$ cat src/rcp_pkg.sv
// rcp_pkg: shared types and constants for the ROI crop / projection block.
// Used by rcp_ctrl, rcp_dp, the top level and the port checker.
package rcp_pkg;

	localparam int MAX_CROP_WIDTH = 32;
	localparam int MAX_FRAME_DIM  = 4096;

	localparam int COL_AW = (MAX_CROP_WIDTH > 1) ? $clog2(MAX_CROP_WIDTH) : 1;
	localparam int CFG_AW = 3;
	localparam int DIM_W  = 13;
	localparam int POS_W  = 12;
	localparam int PIX_W  = 16;
	localparam int SUM_W  = 40;

	// register indexes of the config port
	localparam logic [CFG_AW-1:0] REG_FRAME_WIDTH    = 3'd0;
	localparam logic [CFG_AW-1:0] REG_FRAME_HEIGHT   = 3'd1;
	localparam logic [CFG_AW-1:0] REG_WINDOW_X_FIRST = 3'd2;
	localparam logic [CFG_AW-1:0] REG_WINDOW_X_FINAL = 3'd3;
	localparam logic [CFG_AW-1:0] REG_WINDOW_Y_FIRST = 3'd4;
	localparam logic [CFG_AW-1:0] REG_WINDOW_Y_FINAL = 3'd5;

	typedef enum logic [1:0] {
		KIND_PIX = 2'd0,
		KIND_ROW = 2'd1,
		KIND_COL = 2'd2
	} kind_t;

	typedef enum logic [1:0] {
		ST_IDLE,
		ST_ROW,
		ST_COL_RD,
		ST_COL_OUT
	} state_t;

	typedef struct packed {
		logic [DIM_W-1:0] frame_width;
		logic [DIM_W-1:0] frame_height;
		logic [POS_W-1:0] window_x_first;
		logic [POS_W-1:0] window_x_final;
		logic [POS_W-1:0] window_y_first;
		logic [POS_W-1:0] window_y_final;
	} cfg_t;

	// controller -> datapath
	typedef struct packed {
		logic accept;
		logic emit_row;
		logic col_rd;
		logic emit_col;
	} cmd_t;

	// datapath -> controller
	typedef struct packed {
		logic slot_free;
		logic row_end;
		logic flush_pend;
		logic col_last;
	} sts_t;

endpackage

$ cat src/rcp_ctrl.sv
// rcp_ctrl: sequencer for pixel accept, row-sum beat and column-sum flush.
// Depends on rcp_pkg; drives rcp_dp through cmd_t, reads sts_t.
module rcp_ctrl (
	input  logic          clk,
	input  logic          arst_n,
	input  logic          in_valid,
	input  rcp_pkg::sts_t sts,
	output rcp_pkg::cmd_t cmd,
	output logic          in_stall
);

	rcp_pkg::state_t state_q, state_nxt;

	always_ff @(posedge clk or negedge arst_n) begin
		if (!arst_n) begin
			state_q <= rcp_pkg::ST_IDLE;
		end else begin
			state_q <= state_nxt;
		end
	end

	always_comb begin
		state_nxt = state_q;
		case (state_q)
			rcp_pkg::ST_IDLE: begin
				if (cmd.accept && sts.row_end) begin
					state_nxt = rcp_pkg::ST_ROW;
				end
			end
			rcp_pkg::ST_ROW: begin
				if (sts.slot_free) begin
					state_nxt = sts.flush_pend ? rcp_pkg::ST_COL_RD : rcp_pkg::ST_IDLE;
				end
			end
			rcp_pkg::ST_COL_RD: begin
				state_nxt = rcp_pkg::ST_COL_OUT;
			end
			rcp_pkg::ST_COL_OUT: begin
				if (sts.slot_free) begin
					state_nxt = sts.col_last ? rcp_pkg::ST_IDLE : rcp_pkg::ST_COL_RD;
				end
			end
			default: begin
				state_nxt = rcp_pkg::ST_IDLE;
			end
		endcase
	end

	always_comb begin
		in_stall     = !((state_q == rcp_pkg::ST_IDLE) && sts.slot_free);
		cmd.accept   = (state_q == rcp_pkg::ST_IDLE) && sts.slot_free && in_valid;
		cmd.emit_row = (state_q == rcp_pkg::ST_ROW) && sts.slot_free;
		cmd.col_rd   = (state_q == rcp_pkg::ST_COL_RD);
		cmd.emit_col = (state_q == rcp_pkg::ST_COL_OUT) && sts.slot_free;
	end

endmodule

$ cat src/rcp_dp.sv
// rcp_dp: position counters, window test, row accumulator, column-sum store
// and output register. Depends on rcp_pkg; commanded by rcp_ctrl.
module rcp_dp (
	input  logic                               clk,
	input  logic                               arst_n,
	input  rcp_pkg::cfg_t                      cfg,
	input  logic signed [rcp_pkg::PIX_W-1:0]   pixel,
	input  rcp_pkg::cmd_t                      cmd,
	output rcp_pkg::sts_t                      sts,
	input  logic                               out_stall,
	output logic                               out_valid,
	output logic [1:0]                         kind,
	output logic [rcp_pkg::POS_W-1:0]          x_index,
	output logic [rcp_pkg::POS_W-1:0]          y_index,
	output logic signed [rcp_pkg::SUM_W-1:0]   value,
	output logic                               last
);

	localparam int PW = rcp_pkg::POS_W;
	localparam int SW = rcp_pkg::SUM_W;
	localparam int AW = rcp_pkg::COL_AW;
	localparam int NC = rcp_pkg::MAX_CROP_WIDTH;

	// frame geometry
	logic [PW-1:0] w_m1, h_m1, x_last, y_last;
	logic [PW-1:0] col_q, row_q;
	logic [PW-1:0] wx, wy, span;
	logic          in_win, row_end, win_end, col_end, frame_end, in_store;

	always_comb begin
		if (cfg.frame_width == '0) begin
			w_m1 = '0;
		end else if (cfg.frame_width > rcp_pkg::DIM_W'(rcp_pkg::MAX_FRAME_DIM)) begin
			w_m1 = PW'(rcp_pkg::MAX_FRAME_DIM - 1);
		end else begin
			w_m1 = PW'(cfg.frame_width - 1'b1);
		end
		if (cfg.frame_height == '0) begin
			h_m1 = '0;
		end else if (cfg.frame_height > rcp_pkg::DIM_W'(rcp_pkg::MAX_FRAME_DIM)) begin
			h_m1 = PW'(rcp_pkg::MAX_FRAME_DIM - 1);
		end else begin
			h_m1 = PW'(cfg.frame_height - 1'b1);
		end
		x_last = (cfg.window_x_final < w_m1) ? cfg.window_x_final : w_m1;
		y_last = (cfg.window_y_final < h_m1) ? cfg.window_y_final : h_m1;
	end

	assign in_win    = (row_q >= cfg.window_y_first) && (row_q <= y_last) &&
	                   (col_q >= cfg.window_x_first) && (col_q <= x_last);
	assign wx        = col_q - cfg.window_x_first;
	assign wy        = row_q - cfg.window_y_first;
	assign span      = x_last - cfg.window_x_first;
	assign row_end   = in_win && (col_q == x_last);
	assign win_end   = row_end && (row_q == y_last);
	assign col_end   = (col_q >= w_m1);
	assign frame_end = col_end && (row_q >= h_m1);
	assign in_store  = (wx < PW'(NC));

	logic [SW-1:0] pix_ext;
	assign pix_ext = {{(SW - rcp_pkg::PIX_W){pixel[rcp_pkg::PIX_W-1]}}, pixel};

	always_ff @(posedge clk or negedge arst_n) begin
		if (!arst_n) begin
			col_q <= '0;
			row_q <= '0;
		end else if (cmd.accept) begin
			if (col_end) begin
				col_q <= '0;
				row_q <= frame_end ? '0 : row_q + 1'b1;
			end else begin
				col_q <= col_q + 1'b1;
			end
		end
	end

	// row accumulator; sum latched for the row beat
	logic [SW-1:0] row_acc_q, row_sum_q, acc_sum;
	logic [PW-1:0] row_y_q;
	logic          flush_pend_q;
	logic [AW-1:0] flush_last_q;

	assign acc_sum = row_acc_q + pix_ext;

	always_ff @(posedge clk or negedge arst_n) begin
		if (!arst_n) begin
			row_acc_q    <= '0;
			flush_pend_q <= 1'b0;
		end else if (cmd.accept) begin
			flush_pend_q <= win_end;
			if (row_end || frame_end) begin
				row_acc_q <= '0;
			end else if (in_win) begin
				row_acc_q <= acc_sum;
			end
		end
	end

	always_ff @(posedge clk) begin
		if (cmd.accept && row_end) begin
			row_sum_q <= acc_sum;
			row_y_q   <= wy;
		end
		if (cmd.accept && win_end) begin
			flush_last_q <= (span >= PW'(NC - 1)) ? AW'(NC - 1) : span[AW-1:0];
		end
	end

	// column store: read at accept, read-add-write in the cycle after
	logic [SW-1:0]           col_mem [NC];
	logic [SW-1:0]           rd_q, col_base, col_new, col_out;
	logic [NC-1:0]           vld_q;
	logic                    wr_s1_q, clr_s1_q, fwd_q;
	logic [AW-1:0]           wx_s1, fwd_addr_q, k_q, rd_addr;
	logic [rcp_pkg::PIX_W-1:0] pix_s1;
	logic [SW-1:0]           fwd_data_q;
	logic                    flush_done;

	assign rd_addr    = cmd.accept ? wx[AW-1:0] : k_q;
	assign col_base   = (fwd_q && (fwd_addr_q == wx_s1)) ? fwd_data_q :
	                    (vld_q[wx_s1] ? rd_q : '0);
	assign col_new    = col_base + {{(SW - rcp_pkg::PIX_W){pix_s1[rcp_pkg::PIX_W-1]}}, pix_s1};
	assign col_out    = vld_q[k_q] ? rd_q : '0;
	assign flush_done = cmd.emit_col && (k_q == flush_last_q);

	always_ff @(posedge clk) begin
		if (wr_s1_q) begin
			col_mem[wx_s1] <= col_new;
		end
		if (cmd.accept || cmd.col_rd) begin
			rd_q <= col_mem[rd_addr];
		end
	end

	always_ff @(posedge clk or negedge arst_n) begin
		if (!arst_n) begin
			wr_s1_q  <= 1'b0;
			clr_s1_q <= 1'b0;
			fwd_q    <= 1'b0;
			vld_q    <= '0;
			k_q      <= '0;
		end else begin
			wr_s1_q  <= cmd.accept && in_win && in_store;
			// frame end without a flush clears the store after this pixel lands
			clr_s1_q <= cmd.accept && frame_end && !win_end;
			fwd_q    <= wr_s1_q && !clr_s1_q;
			if (clr_s1_q || flush_done) begin
				vld_q <= '0;
			end else if (wr_s1_q) begin
				vld_q[wx_s1] <= 1'b1;
			end
			if (cmd.emit_col) begin
				k_q <= flush_done ? '0 : k_q + 1'b1;
			end
		end
	end

	always_ff @(posedge clk) begin
		if (cmd.accept) begin
			wx_s1  <= wx[AW-1:0];
			pix_s1 <= pixel;
		end
		if (wr_s1_q) begin
			fwd_addr_q <= wx_s1;
			fwd_data_q <= col_new;
		end
	end

	// output register
	logic          out_valid_q, last_q;
	rcp_pkg::kind_t kind_q;
	logic [PW-1:0] x_q, y_q;
	logic [SW-1:0] value_q;
	logic          slot_free, load_pix;

	assign slot_free = !out_valid_q || !out_stall;
	assign load_pix  = cmd.accept && in_win;

	always_ff @(posedge clk or negedge arst_n) begin
		if (!arst_n) begin
			out_valid_q <= 1'b0;
		end else if (load_pix || cmd.emit_row || cmd.emit_col) begin
			out_valid_q <= 1'b1;
		end else if (!out_stall) begin
			out_valid_q <= 1'b0;
		end
	end

	always_ff @(posedge clk) begin
		if (load_pix) begin
			kind_q  <= rcp_pkg::KIND_PIX;
			x_q     <= wx;
			y_q     <= wy;
			value_q <= pix_ext;
			last_q  <= 1'b0;
		end else if (cmd.emit_row) begin
			kind_q  <= rcp_pkg::KIND_ROW;
			x_q     <= '0;
			y_q     <= row_y_q;
			value_q <= row_sum_q;
			last_q  <= 1'b0;
		end else if (cmd.emit_col) begin
			kind_q  <= rcp_pkg::KIND_COL;
			x_q     <= PW'(k_q);
			y_q     <= '0;
			value_q <= col_out;
			last_q  <= (k_q == flush_last_q);
		end
	end

	assign out_valid = out_valid_q;
	assign kind      = kind_q;
	assign x_index   = x_q;
	assign y_index   = y_q;
	assign value     = value_q;
	assign last      = last_q;

	assign sts.slot_free  = slot_free;
	assign sts.row_end    = row_end;
	assign sts.flush_pend = flush_pend_q;
	assign sts.col_last   = (k_q == flush_last_q);

endmodule

$ cat src/roi_crop_with_projections.sv
// roi_crop_with_projections: top level; config registers, controller, datapath.
// Depends on rcp_pkg, rcp_ctrl and rcp_dp.
//
// Takes a frame in raster order, one signed 16-bit pixel per input beat, and
// tracks column and row itself. Pixels inside the inclusive window
// [window_x_first..window_x_final] x [window_y_first..window_y_final] come out
// as kind 0 beats with window-relative x/y. At the last window column of each
// window row a kind 1 beat carries that row's 40-bit sum (x_index 0). After
// the final window pixel, one kind 2 beat per window column (up to
// MAX_CROP_WIDTH, y_index 0) carries the column sums, last set on the final
// one. Column and row sums are cleared after the flush and at frame end.
// Window edges past the frame are clipped to the frame; frame sizes of 0
// count as 1, sizes above MAX_FRAME_DIM count as MAX_FRAME_DIM.
//
// Rate: one pixel per cycle while the output side keeps up; every beat goes
// through a single output register, so the input stalls while that register
// is full and stalled. A row end also stalls the input for the row-sum beat.
// The column flush, at most once per frame, stalls it while each column in
// turn is read from the registered column-sum memory and then sent as a beat.
//
// Config writes take effect at once and are expected only while idle.
module roi_crop_with_projections (
	input  logic                                clk,
	input  logic                                arst_n,
	input  logic                                cfg_we,
	input  logic [rcp_pkg::CFG_AW-1:0]          cfg_index,
	input  logic [rcp_pkg::DIM_W-1:0]           cfg_data,
	input  logic                                in_valid,
	output logic                                in_stall,
	input  logic signed [rcp_pkg::PIX_W-1:0]    pixel,
	output logic                                out_valid,
	input  logic                                out_stall,
	output logic [1:0]                          kind,
	output logic [rcp_pkg::POS_W-1:0]           x_index,
	output logic [rcp_pkg::POS_W-1:0]           y_index,
	output logic signed [rcp_pkg::SUM_W-1:0]    value,
	output logic                                last
);

	rcp_pkg::cfg_t cfg_q;
	rcp_pkg::cmd_t cmd;
	rcp_pkg::sts_t sts;

	// config register file, reset to a full-size frame and a 32x32 window
	always_ff @(posedge clk or negedge arst_n) begin
		if (!arst_n) begin
			cfg_q.frame_width    <= rcp_pkg::DIM_W'(rcp_pkg::MAX_FRAME_DIM);
			cfg_q.frame_height   <= rcp_pkg::DIM_W'(rcp_pkg::MAX_FRAME_DIM);
			cfg_q.window_x_first <= '0;
			cfg_q.window_x_final <= rcp_pkg::POS_W'(31);
			cfg_q.window_y_first <= '0;
			cfg_q.window_y_final <= rcp_pkg::POS_W'(31);
		end else if (cfg_we) begin
			case (cfg_index)
				rcp_pkg::REG_FRAME_WIDTH:    cfg_q.frame_width    <= cfg_data;
				rcp_pkg::REG_FRAME_HEIGHT:   cfg_q.frame_height   <= cfg_data;
				rcp_pkg::REG_WINDOW_X_FIRST: cfg_q.window_x_first <= cfg_data[rcp_pkg::POS_W-1:0];
				rcp_pkg::REG_WINDOW_X_FINAL: cfg_q.window_x_final <= cfg_data[rcp_pkg::POS_W-1:0];
				rcp_pkg::REG_WINDOW_Y_FIRST: cfg_q.window_y_first <= cfg_data[rcp_pkg::POS_W-1:0];
				rcp_pkg::REG_WINDOW_Y_FINAL: cfg_q.window_y_final <= cfg_data[rcp_pkg::POS_W-1:0];
				default: begin
				end
			endcase
		end
	end

	rcp_ctrl u_ctrl (
		.clk      (clk),
		.arst_n   (arst_n),
		.in_valid (in_valid),
		.sts      (sts),
		.cmd      (cmd),
		.in_stall (in_stall)
	);

	rcp_dp u_dp (
		.clk       (clk),
		.arst_n    (arst_n),
		.cfg       (cfg_q),
		.pixel     (pixel),
		.cmd       (cmd),
		.sts       (sts),
		.out_stall (out_stall),
		.out_valid (out_valid),
		.kind      (kind),
		.x_index   (x_index),
		.y_index   (y_index),
		.value     (value),
		.last      (last)
	);

endmodule

$ cat config.mk
export PLATFORM = sky130hd
export DESIGN_NAME = roi_crop_with_projections
export DESIGN_NICKNAME = d
export VERILOG_FILES = /design/src/rcp_pkg.sv /design/src/rcp_ctrl.sv /design/src/rcp_dp.sv /design/src/roi_crop_with_projections.sv
export SDC_FILE = /design/constraint.sdc
export NUM_CORES = 2
export LEC_CHECK = 0
export BUFFER_PORTS_ARGS = -buffer_cell sky130_fd_sc_hd__buf_4
export CAP_MARGIN = 10
export CORE_ASPECT_RATIO = 1.25
export CORE_MARGIN = 1.5
export CORE_UTILIZATION = 51
export CTS_CLUSTER_SIZE = 24
export DETAILED_ROUTE_END_ITERATION = 12
export PLACE_DENSITY = 0.69
export SYNTH_ARGS = -nofsm -noshare
export SYNTH_HDL_FRONTEND = slang
export SYNTH_SLANG_ARGS = --single-unit
$ cat constraint.sdc
create_clock -name clk -period 7 [get_ports clk]
set_input_delay 0.35 -clock clk [delete_from_list [all_inputs] [get_ports clk]]
set_output_delay 0.35 -clock clk [all_outputs]
set_load 0.02 [all_outputs]
---- After elaboration in Yosys (flattened, before gate mapping) ----
Memories as Yosys holds them, arrays and structs flattened. A register that Yosys moved wholly into a read port is not among the register bits.
Index checks and enable logic that the tools add are counted.
cells by class
  mux-type cells .......................... 44
  bitwise logic cells ..................... 1
  $add $sub $neg .......................... 10
  order comparisons ....................... 15
  reduce and logical (&&, ||, !) cells .... 49
  equality and inequality tests ........... 16
operators by type and width
  operator               count
  $mux 40                8
  $mux 12                14
  $add 40x40->40         2
  $mux 32                2
  $ge 12x12->1           4
  $sub 12x12->12         3
  $or 32x32->32          1
  $gt 13x13->1 const B   2
  $logic_not 13->1       2
  $add 12x1->12 const B  2
  $eq 12x12->1           2
  $le 12x12->1           2
  $lt 12x12->1           2
  $sub 12x1->12 const B  2
  $logic_and 1x1->1      20
  $reduce_and 2->1       8
  $ge 12x5->1 const B    1
  $lt 12x6->1 const B    1
  $lt 5x6->1 const B     2
  $bmux 1 s5             2
  $eq 5x5->1             2
  $mux 2                 5
  $mux 5                 2
  $mux 1                 9
  18 further kinds       35
word-level totals
  input port bits ......................... 37
  output and inout port bits .............. 69
  bits in registers ....................... 372
  logic and storage cells ................. 166
  RAM bits ................................ 1280
  memories kept ........................... 1
memories
  name          depth  width  rd ports  clocked after Yosys merged registers in  wr ports  line           source
  u_dp.col_mem  32     40     1         1                                        1         rcp_dp.sv:110  logic [SW-1:0] col_mem [NC];

---- Logic depth before layout (Yosys ltp) ----
  word-level depth ........................ 13
  gate-level depth with buffers ........... 32
  depth with buffers taken out ............ 29

---- Hierarchy ----
A second synthesis with hierarchy kept.
second synthesis, totals
  cell total of the unflattened synthesis .. 4375
  area total of the unflattened synthesis .. 73529.3 um^2
by module, submodules not included
  module                     area an instance (um^2)  cells each  sequential area each (um^2)  instances
  rcp_dp                     70445.1                  4202        47966.0                      1
  roi_crop_with_projections  2970.3                   160         1866.8                       1
  rcp_ctrl                   113.9                    13          50.0                         1

---- Least setup slack after synthesis ----
OpenSTA, ideal clock, no wires.
  path type ............................... flip-flop to flip-flop
  start ................................... reg cfg_q[61] (netlist name)
  end ..................................... reg u_dp.value_q[0], in the netlist u_dp.value[0], enable pin
  slack ................................... -0.771 ns
  required time ........................... 6.576 ns
  setup time .............................. 0.424 ns
  arrival ................................. 7.347 ns
  buffers on the path ..................... 4
  clock period less this slack ............ 7.771 ns
  stages on the path, launching flop included .. 32
  path through ............................ dfrtp_1 > inv_1 > ha_1 > or3b_2 > clkbuf_1 > nor3_1 > nand2_1 > nor2_1 > a21oi_1 > inv_1 > ha_1 > a21o_1 > a21o_1 > a21o_1 > a21o_1 > a211o_1 > a211oi_2 > clkbuf_1 > nand2_1 > o21ai_0 > inv_1 > ha_1 > a21oi_1 > o221ai_1 > a21oi_1 > o21bai_1 > a221o_1 > and2_1 > or2_2 > clkbuf_1 > clkbuf_1 > nand2_1
on the way
  cells in the longest elaborated chain, start to end .. 9
  elaborated cells between the ends (all ways) .. 11
  those cells by class .................... add/sub (1); order compare (3); mux (3); reduce/logical (4)
ends and longest elaborated chain
  what                                           line                             source
  start, declared                                roi_crop_with_projections.sv:40  rcp_pkg::cfg_t cfg_q;
  $sub 12x1->12 or $gt 13x13->1 (tied branches)  rcp_dp.sv:36, rcp_dp.sv:33
  $mux 12                                        rcp_dp.sv:33                     end else if (cfg.frame_width > rcp_pkg::DIM_W'(rcp_pkg::MAX_FRAME_DIM)) begin
  $mux 12 *                                      rcp_dp.sv:31                     if (cfg.frame_width == '0) begin
  $lt 12x12->1                                   rcp_dp.sv:45                     x_last = (cfg.window_x_final < w_m1) ? cfg.window_x_final : w_m1;
  $mux 12 *                                      rcp_dp.sv:45
  $le 12x12->1 *                                 rcp_dp.sv:50                     (col_q >= cfg.window_x_first) && (col_q <= x_last);
  $logic_and 1x1->1 *                            rcp_dp.sv:50
  $logic_and 1x1->1 *                            rcp_dp.sv:177                    assign load_pix = cmd.accept && in_win;
  $reduce_bool 3->1 (no source line) *           n/a
  end signal, assigned                           rcp_dp.sv:194                    value_q <= pix_ext;
  end signal, assigned                           rcp_dp.sv:200                    value_q <= row_sum_q;
  end signal, assigned                           rcp_dp.sv:206                    value_q <= col_out;
  end, declared                                  rcp_dp.sv:173                    logic [SW-1:0] value_q;
Every way passes the cells marked *; elsewhere a longest branch is shown, timed or not.
A chain may end at the register's enable or synchronous reset.

---- Final worst setup path ----
  start ................................... reg cfg_q[48] (netlist name)
  end ..................................... reg u_dp.value_q[36], in the netlist u_dp.value[36], data pin
on the way
  cells in the longest elaborated chain, start to end .. 11
  elaborated cells between the ends (all ways) .. 13
  those cells by class .................... add/sub (1); order compare (3); mux (4); reduce/logical (5)
ends and longest elaborated chain
  what                                           line                        source
  $sub 12x1->12 or $gt 13x13->1 (tied branches)  rcp_dp.sv:43, rcp_dp.sv:40
  $mux 12                                        rcp_dp.sv:40                end else if (cfg.frame_height > rcp_pkg::DIM_W'(rcp_pkg::MAX_FRAME_DIM)) begin
  $mux 12 *                                      rcp_dp.sv:38                if (cfg.frame_height == '0) begin
  $lt 12x12->1                                   rcp_dp.sv:46                y_last = (cfg.window_y_final < h_m1) ? cfg.window_y_final : h_m1;
  $mux 12 *                                      rcp_dp.sv:46
  $le 12x12->1 *                                 rcp_dp.sv:49                assign in_win = (row_q >= cfg.window_y_first) && (row_q <= y_last) &&
  $logic_and 1x1->1 * (2 in series)              rcp_dp.sv:49
  $logic_and 1x1->1 *                            rcp_dp.sv:50
  $logic_and 1x1->1 *                            rcp_dp.sv:177
  $mux 40 *                                      rcp_dp.sv:190               if (load_pix) begin
Marked as above.

==> results.json <==
{
  "synth_adder_area_share_pct": 3.394,
  "cts_buffer_depth": 3,
  "critPathCaptureType": "flop",
  "dieArea_mm2": 0.1452,
  "synth-seq-cells": 1692,
  "fin_worst_skew_ns": 0.02444,
  "grt_pass1_wl_um": 270600,
  "status": "complete, no violations",
  "synth_top_family_by_area": "multiplexers",
  "place_congestion": 0.9118,
  "synth_top_area_cell": "edfxtp_1",
  "cts_buffers": 157,
  "dieHeight_um": 425.6,
  "r2r_slack_ns": 0.40,
  "cp.buffers_inverters": 2,
  "worstHoldStart": "cfg_index[1]",
  "slowest_delay_ns": 0.60,
  "maxSlewHeadroom_pct": 24.96,
  "cts_root_buffer": "clkbuf_16",
  "hold_end": "cfg_q[73]$_DFFE_PN1P_",
  "ff2ff_path_depth": 21,
  "tns_ns": 0,
  "layout.nets": 4729,
  "cp.required_ns": 7.53,
  "die_width_um": 341.1,
  "cts_sinks": 1692,
  "clkTransAtPathRegs_ns": 0.06,
  "drcViolationCount": 0,
  "syn_to_final_growth_pct": 12.98,
  "synth_area_mm2": 0.07288,
  "crit_fanout": 40,
  "start_util_pct": 51.53,
  "yosys_warnings": 0,
  "critPathLaunchType": "flop",
  "critical_path.cell_chain": "inv_1, ha_1, or4b_4, or2_0, or4_1, a211oi_1, ha_1, a21o_1, a211o_2, mux2_4, ha_1, nand4_1, nor2_1, and2_1, o31ai_1, a21oi_1, nand4_1, nor2_2, nor3_2, buf_4, a221o_1",
  "dr_total_vias": 40760,
  "rsz0062_at_grt": "no",
  "port_buffers": 105,
  "wl_um": 184300,
  "drt_first_pass_iters": 7,
  "crit_slowest_cell": "a211oi_1",
  "r2r-start": "cfg_q[48]$_DFFE_PN0P_",
  "htree_levels": 4,
  "synth_xor_area_share_pct": 1.478,
  "drv_slew": 0,
  "tightest_slew_ns": 1.126,
  "grt_pass1_vias": 40630,
  "setup_viol": 0,
  "cp_top_family": "simple AND/OR/NAND/NOR gates",
  "syn_nets": 4493,
  "cts_tree": "yes",
  "synth-edff-count": 1507,
  "fin_crit_sh_pct": 94.26,
  "core_area_mm2": 0.1414,
  "power_density_mw_per_mm2": 347.8,
  "path_class": "reg -> reg",
  "ant_nets": 0,
  "wl_per_cell_um": 28.39,
  "ys.flop_type": "edfxtp_1",
  "p_leak_nw": 29.31,
  "synth.top_cells.by_area": "edfxtp_1 62%, mux4_2 10%, dfrtp_1 5.8%",
  "hold_depth": 3,
  "post-dp-hpwl_um": 108500,
  "synthTopCellsByCount": "1507 x edfxtp_1, 338 x mux4_2, 190 x nor2_1",
  "fillCellCount": 10400,
  "netlist_instances": 4263,
  "dp_slack_ns": 0.2612,
  "holdWs_ns": 0.07854,
  "grt_usage_pct": 25.59,
  "r2r_end": "u_dp.value[36]$_DFFE_PP_",
  "seq_area_frac_synth_pct": 68.45,
  "via_per_inst": 6.279,
  "async_flop_share_pct": 10.76,
  "synth.distinct_cells": 83,
  "synth_compound_area_share_pct": 7.176,
  "rows": 154,
  "antenna_found_initial": 3,
  "insertion_delay_ns": 0.80,
  "synth.most_common_cell": "edfxtp_1",
  "syn_area_per_cell_um2": 17.10,
  "power_mw": 28.64,
  "grt-ovfl-total": 0,
  "period_needed_ns": 6.599,
  "final_hold_viol_count": 0,
  "cap_viol_max_count": 0,
  "synth_top_cell_area_share_pct": 62.10,
  "drtIter0Drc": 4367,
  "synth_simple_gate_area_share_pct": 3.892,
  "pin_count": 106,
  "crit_top_cell": "ha_1",
  "crit_arrival_ns": 7.13,
  "irDropWorstVdd_mv": 0.3733,
  "drive_gt1_share_pct": 22.63,
  "min_path_type": "in -> reg",
  "synth.area.mux_share_pct": 13.93,
  "grt_start_max_net_pins": 161,
  "fmax_mhz": 151.5,
  "setup_ws_ns": 0.4015
}
-- worst reg2reg max path: stages (launching register included) --
cell	delay [ns]
dfrtp_1	0.37
inv_1	0.12
ha_1	0.23
or4b_4	0.50
or2_0	0.32
or4_1	0.47
a211oi_1	0.60
ha_1	0.37
a21o_1	0.17
a211o_2	0.49
mux2_4	0.35
ha_1	0.30
nand4_1	0.12
nor2_1	0.19
and2_1	0.18
o31ai_1	0.08
a21oi_1	0.20
nand4_1	0.29
nor2_2	0.24
nor3_2	0.06
buf_4	0.28
a221o_1	0.40
-- power by group --
| group | switching [mW] | internal [mW] |
|---|---|---|
| clock network | 3.64 | 4.63 |
| logic | 4.31 | 3.78 |
| registers | 0.585 | 11.7 |
-- layout make-up --
type	count	area [um^2]	share of cell area [%]
Sequential cell	1692	49880	60.58
Antenna cell	1	2.502	0.003039
Inverter	118	442.9	0.5379
Timing Repair Buffer	268	2340	2.842
Clock inverter	79	650.6	0.7902
Multi-Input combinational cell	2262	22440	27.26
Tap cell	1872	2342	2.845
Clock buffer	199	4234	5.142
-- registers in the layout (all words and copies together), names as in the netlist, 12 cells and up --
| name | count |
|---|---|
| cfg_q | 74 |
| u_dp.col_mem | 1280 |
| u_dp.col_q | 12 |
| u_dp.fwd_data_q | 40 |
| u_dp.pix_s1 | 16 |
| u_dp.rd_q | 40 |
| u_dp.row_acc_q | 40 |
| u_dp.row_q | 12 |
| u_dp.row_sum_q | 40 |
| u_dp.row_y_q | 12 |
| u_dp.value | 40 |
| u_dp.vld_q | 32 |
| u_dp.x_index | 12 |
| u_dp.y_index | 12 |
-- worst max-delay path by stage --
stage | start | end | slack (ns) | cells after the start
2_1_floorplan | cfg_q[61]$_DFFE_PN0P_ | u_dp.value[0]$_DFFE_PP_ | 0.14 | 31
6_report | cfg_q[48]$_DFFE_PN0P_ | u_dp.value[36]$_DFFE_PP_ | 0.40 | 21
5_1_grt | cfg_q[48]$_DFFE_PN0P_ | u_dp.value[26]$_DFFE_PP_ | 0.0002 | 27
4_1_cts | cfg_q[48]$_DFFE_PN0P_ | u_dp.y_index[7]$_DFFE_PP_ | 0.22 | 26
3_3_place_gp | cfg_q[48]$_DFFE_PN0P_ | u_dp.value[37]$_DFFE_PP_ | 0.34 | 26
3_5_place_dp | cfg_q[48]$_DFFE_PN0P_ | u_dp.y_index[7]$_DFFE_PP_ | 0.26 | 26
-- cell usage in the layout (no fill, tap or decap), types with 10 or more instances in the layout --
| master | instances |
|---|---|
| o211ai_1 | 52 |
| nor4_1 | 10 |
| nor2_4 | 34 |
| xnor2_2 | 26 |
| clkinv_1 | 41 |
| nand3_1 | 46 |
| clkbuf_16 | 163 |
| a22o_1 | 100 |
| inv_1 | 116 |
| nand2_1 | 170 |
| clkinv_2 | 16 |
| o21ai_0 | 164 |
| a31oi_1 | 11 |
| mux4_2 | 338 |
| a221o_1 | 28 |
| buf_12 | 16 |
| o21a_1 | 56 |
| dfrtp_1 | 169 |
| mux2i_1 | 89 |
| nand2b_1 | 16 |
| xor2_1 | 36 |
| nor2_1 | 152 |
| a21o_1 | 80 |
| nor3_1 | 31 |
| xnor2_1 | 51 |
| dfstp_2 | 12 |
| nand4_1 | 28 |
| and2_1 | 17 |
| mux2_2 | 136 |
| nor2b_1 | 19 |
| bufinv_16 | 10 |
| edfxtp_1 | 1507 |
| and3_1 | 21 |
| buf_4 | 213 |
| o21bai_1 | 15 |
| a21oi_1 | 162 |
| clkbuf_1 | 34 |
| dlygate4sd3_1 | 32 |
| ha_1 | 188 |
-- routing by layer --
metal	part of all wire [%]	GRT usage, %	vias up
met3	7.0	3.426	333
met5	0.029	0	-
met2	50	43.48	1673
li1	-	-	17520
met4	3.0	8.311	8
met1	40	34.33	21220
-- stage by stage --
step	instance area, um^2	utilization (%)	std cells
2_1_floorplan	72880	-	4263
3_3_place_gp	77010	54.45	6173
3_5_place_dp	77010	54.45	6173
4_1_cts	82210	58.13	6483
5_1_grt	82340	58.22	6490
6_report	82340	58.22	6491
-- logic make-up after synthesis --
family                   Yosys count
XOR/XNOR                         123
multiplexers                     572
AO/OA/AOI/OAI                    770
adder cells (fa/ha/maj)          195
AND/OR/NAND/NOR                  602
buffers and inverters            309
flip-flops                      1692
-- what timing repair did --
| action | in CTS | in global routing |
|---|---|---|
| hold endpoints to repair | 171 | 0 |
| setup buffers | 0 | 1 |
| gates resized for setup | 0 | 4 |
| setup endpoints to repair | 0 | 193 |
| hold buffers | 32 | 0 |
No activity file was read; power rests on OpenSTA's default activity.
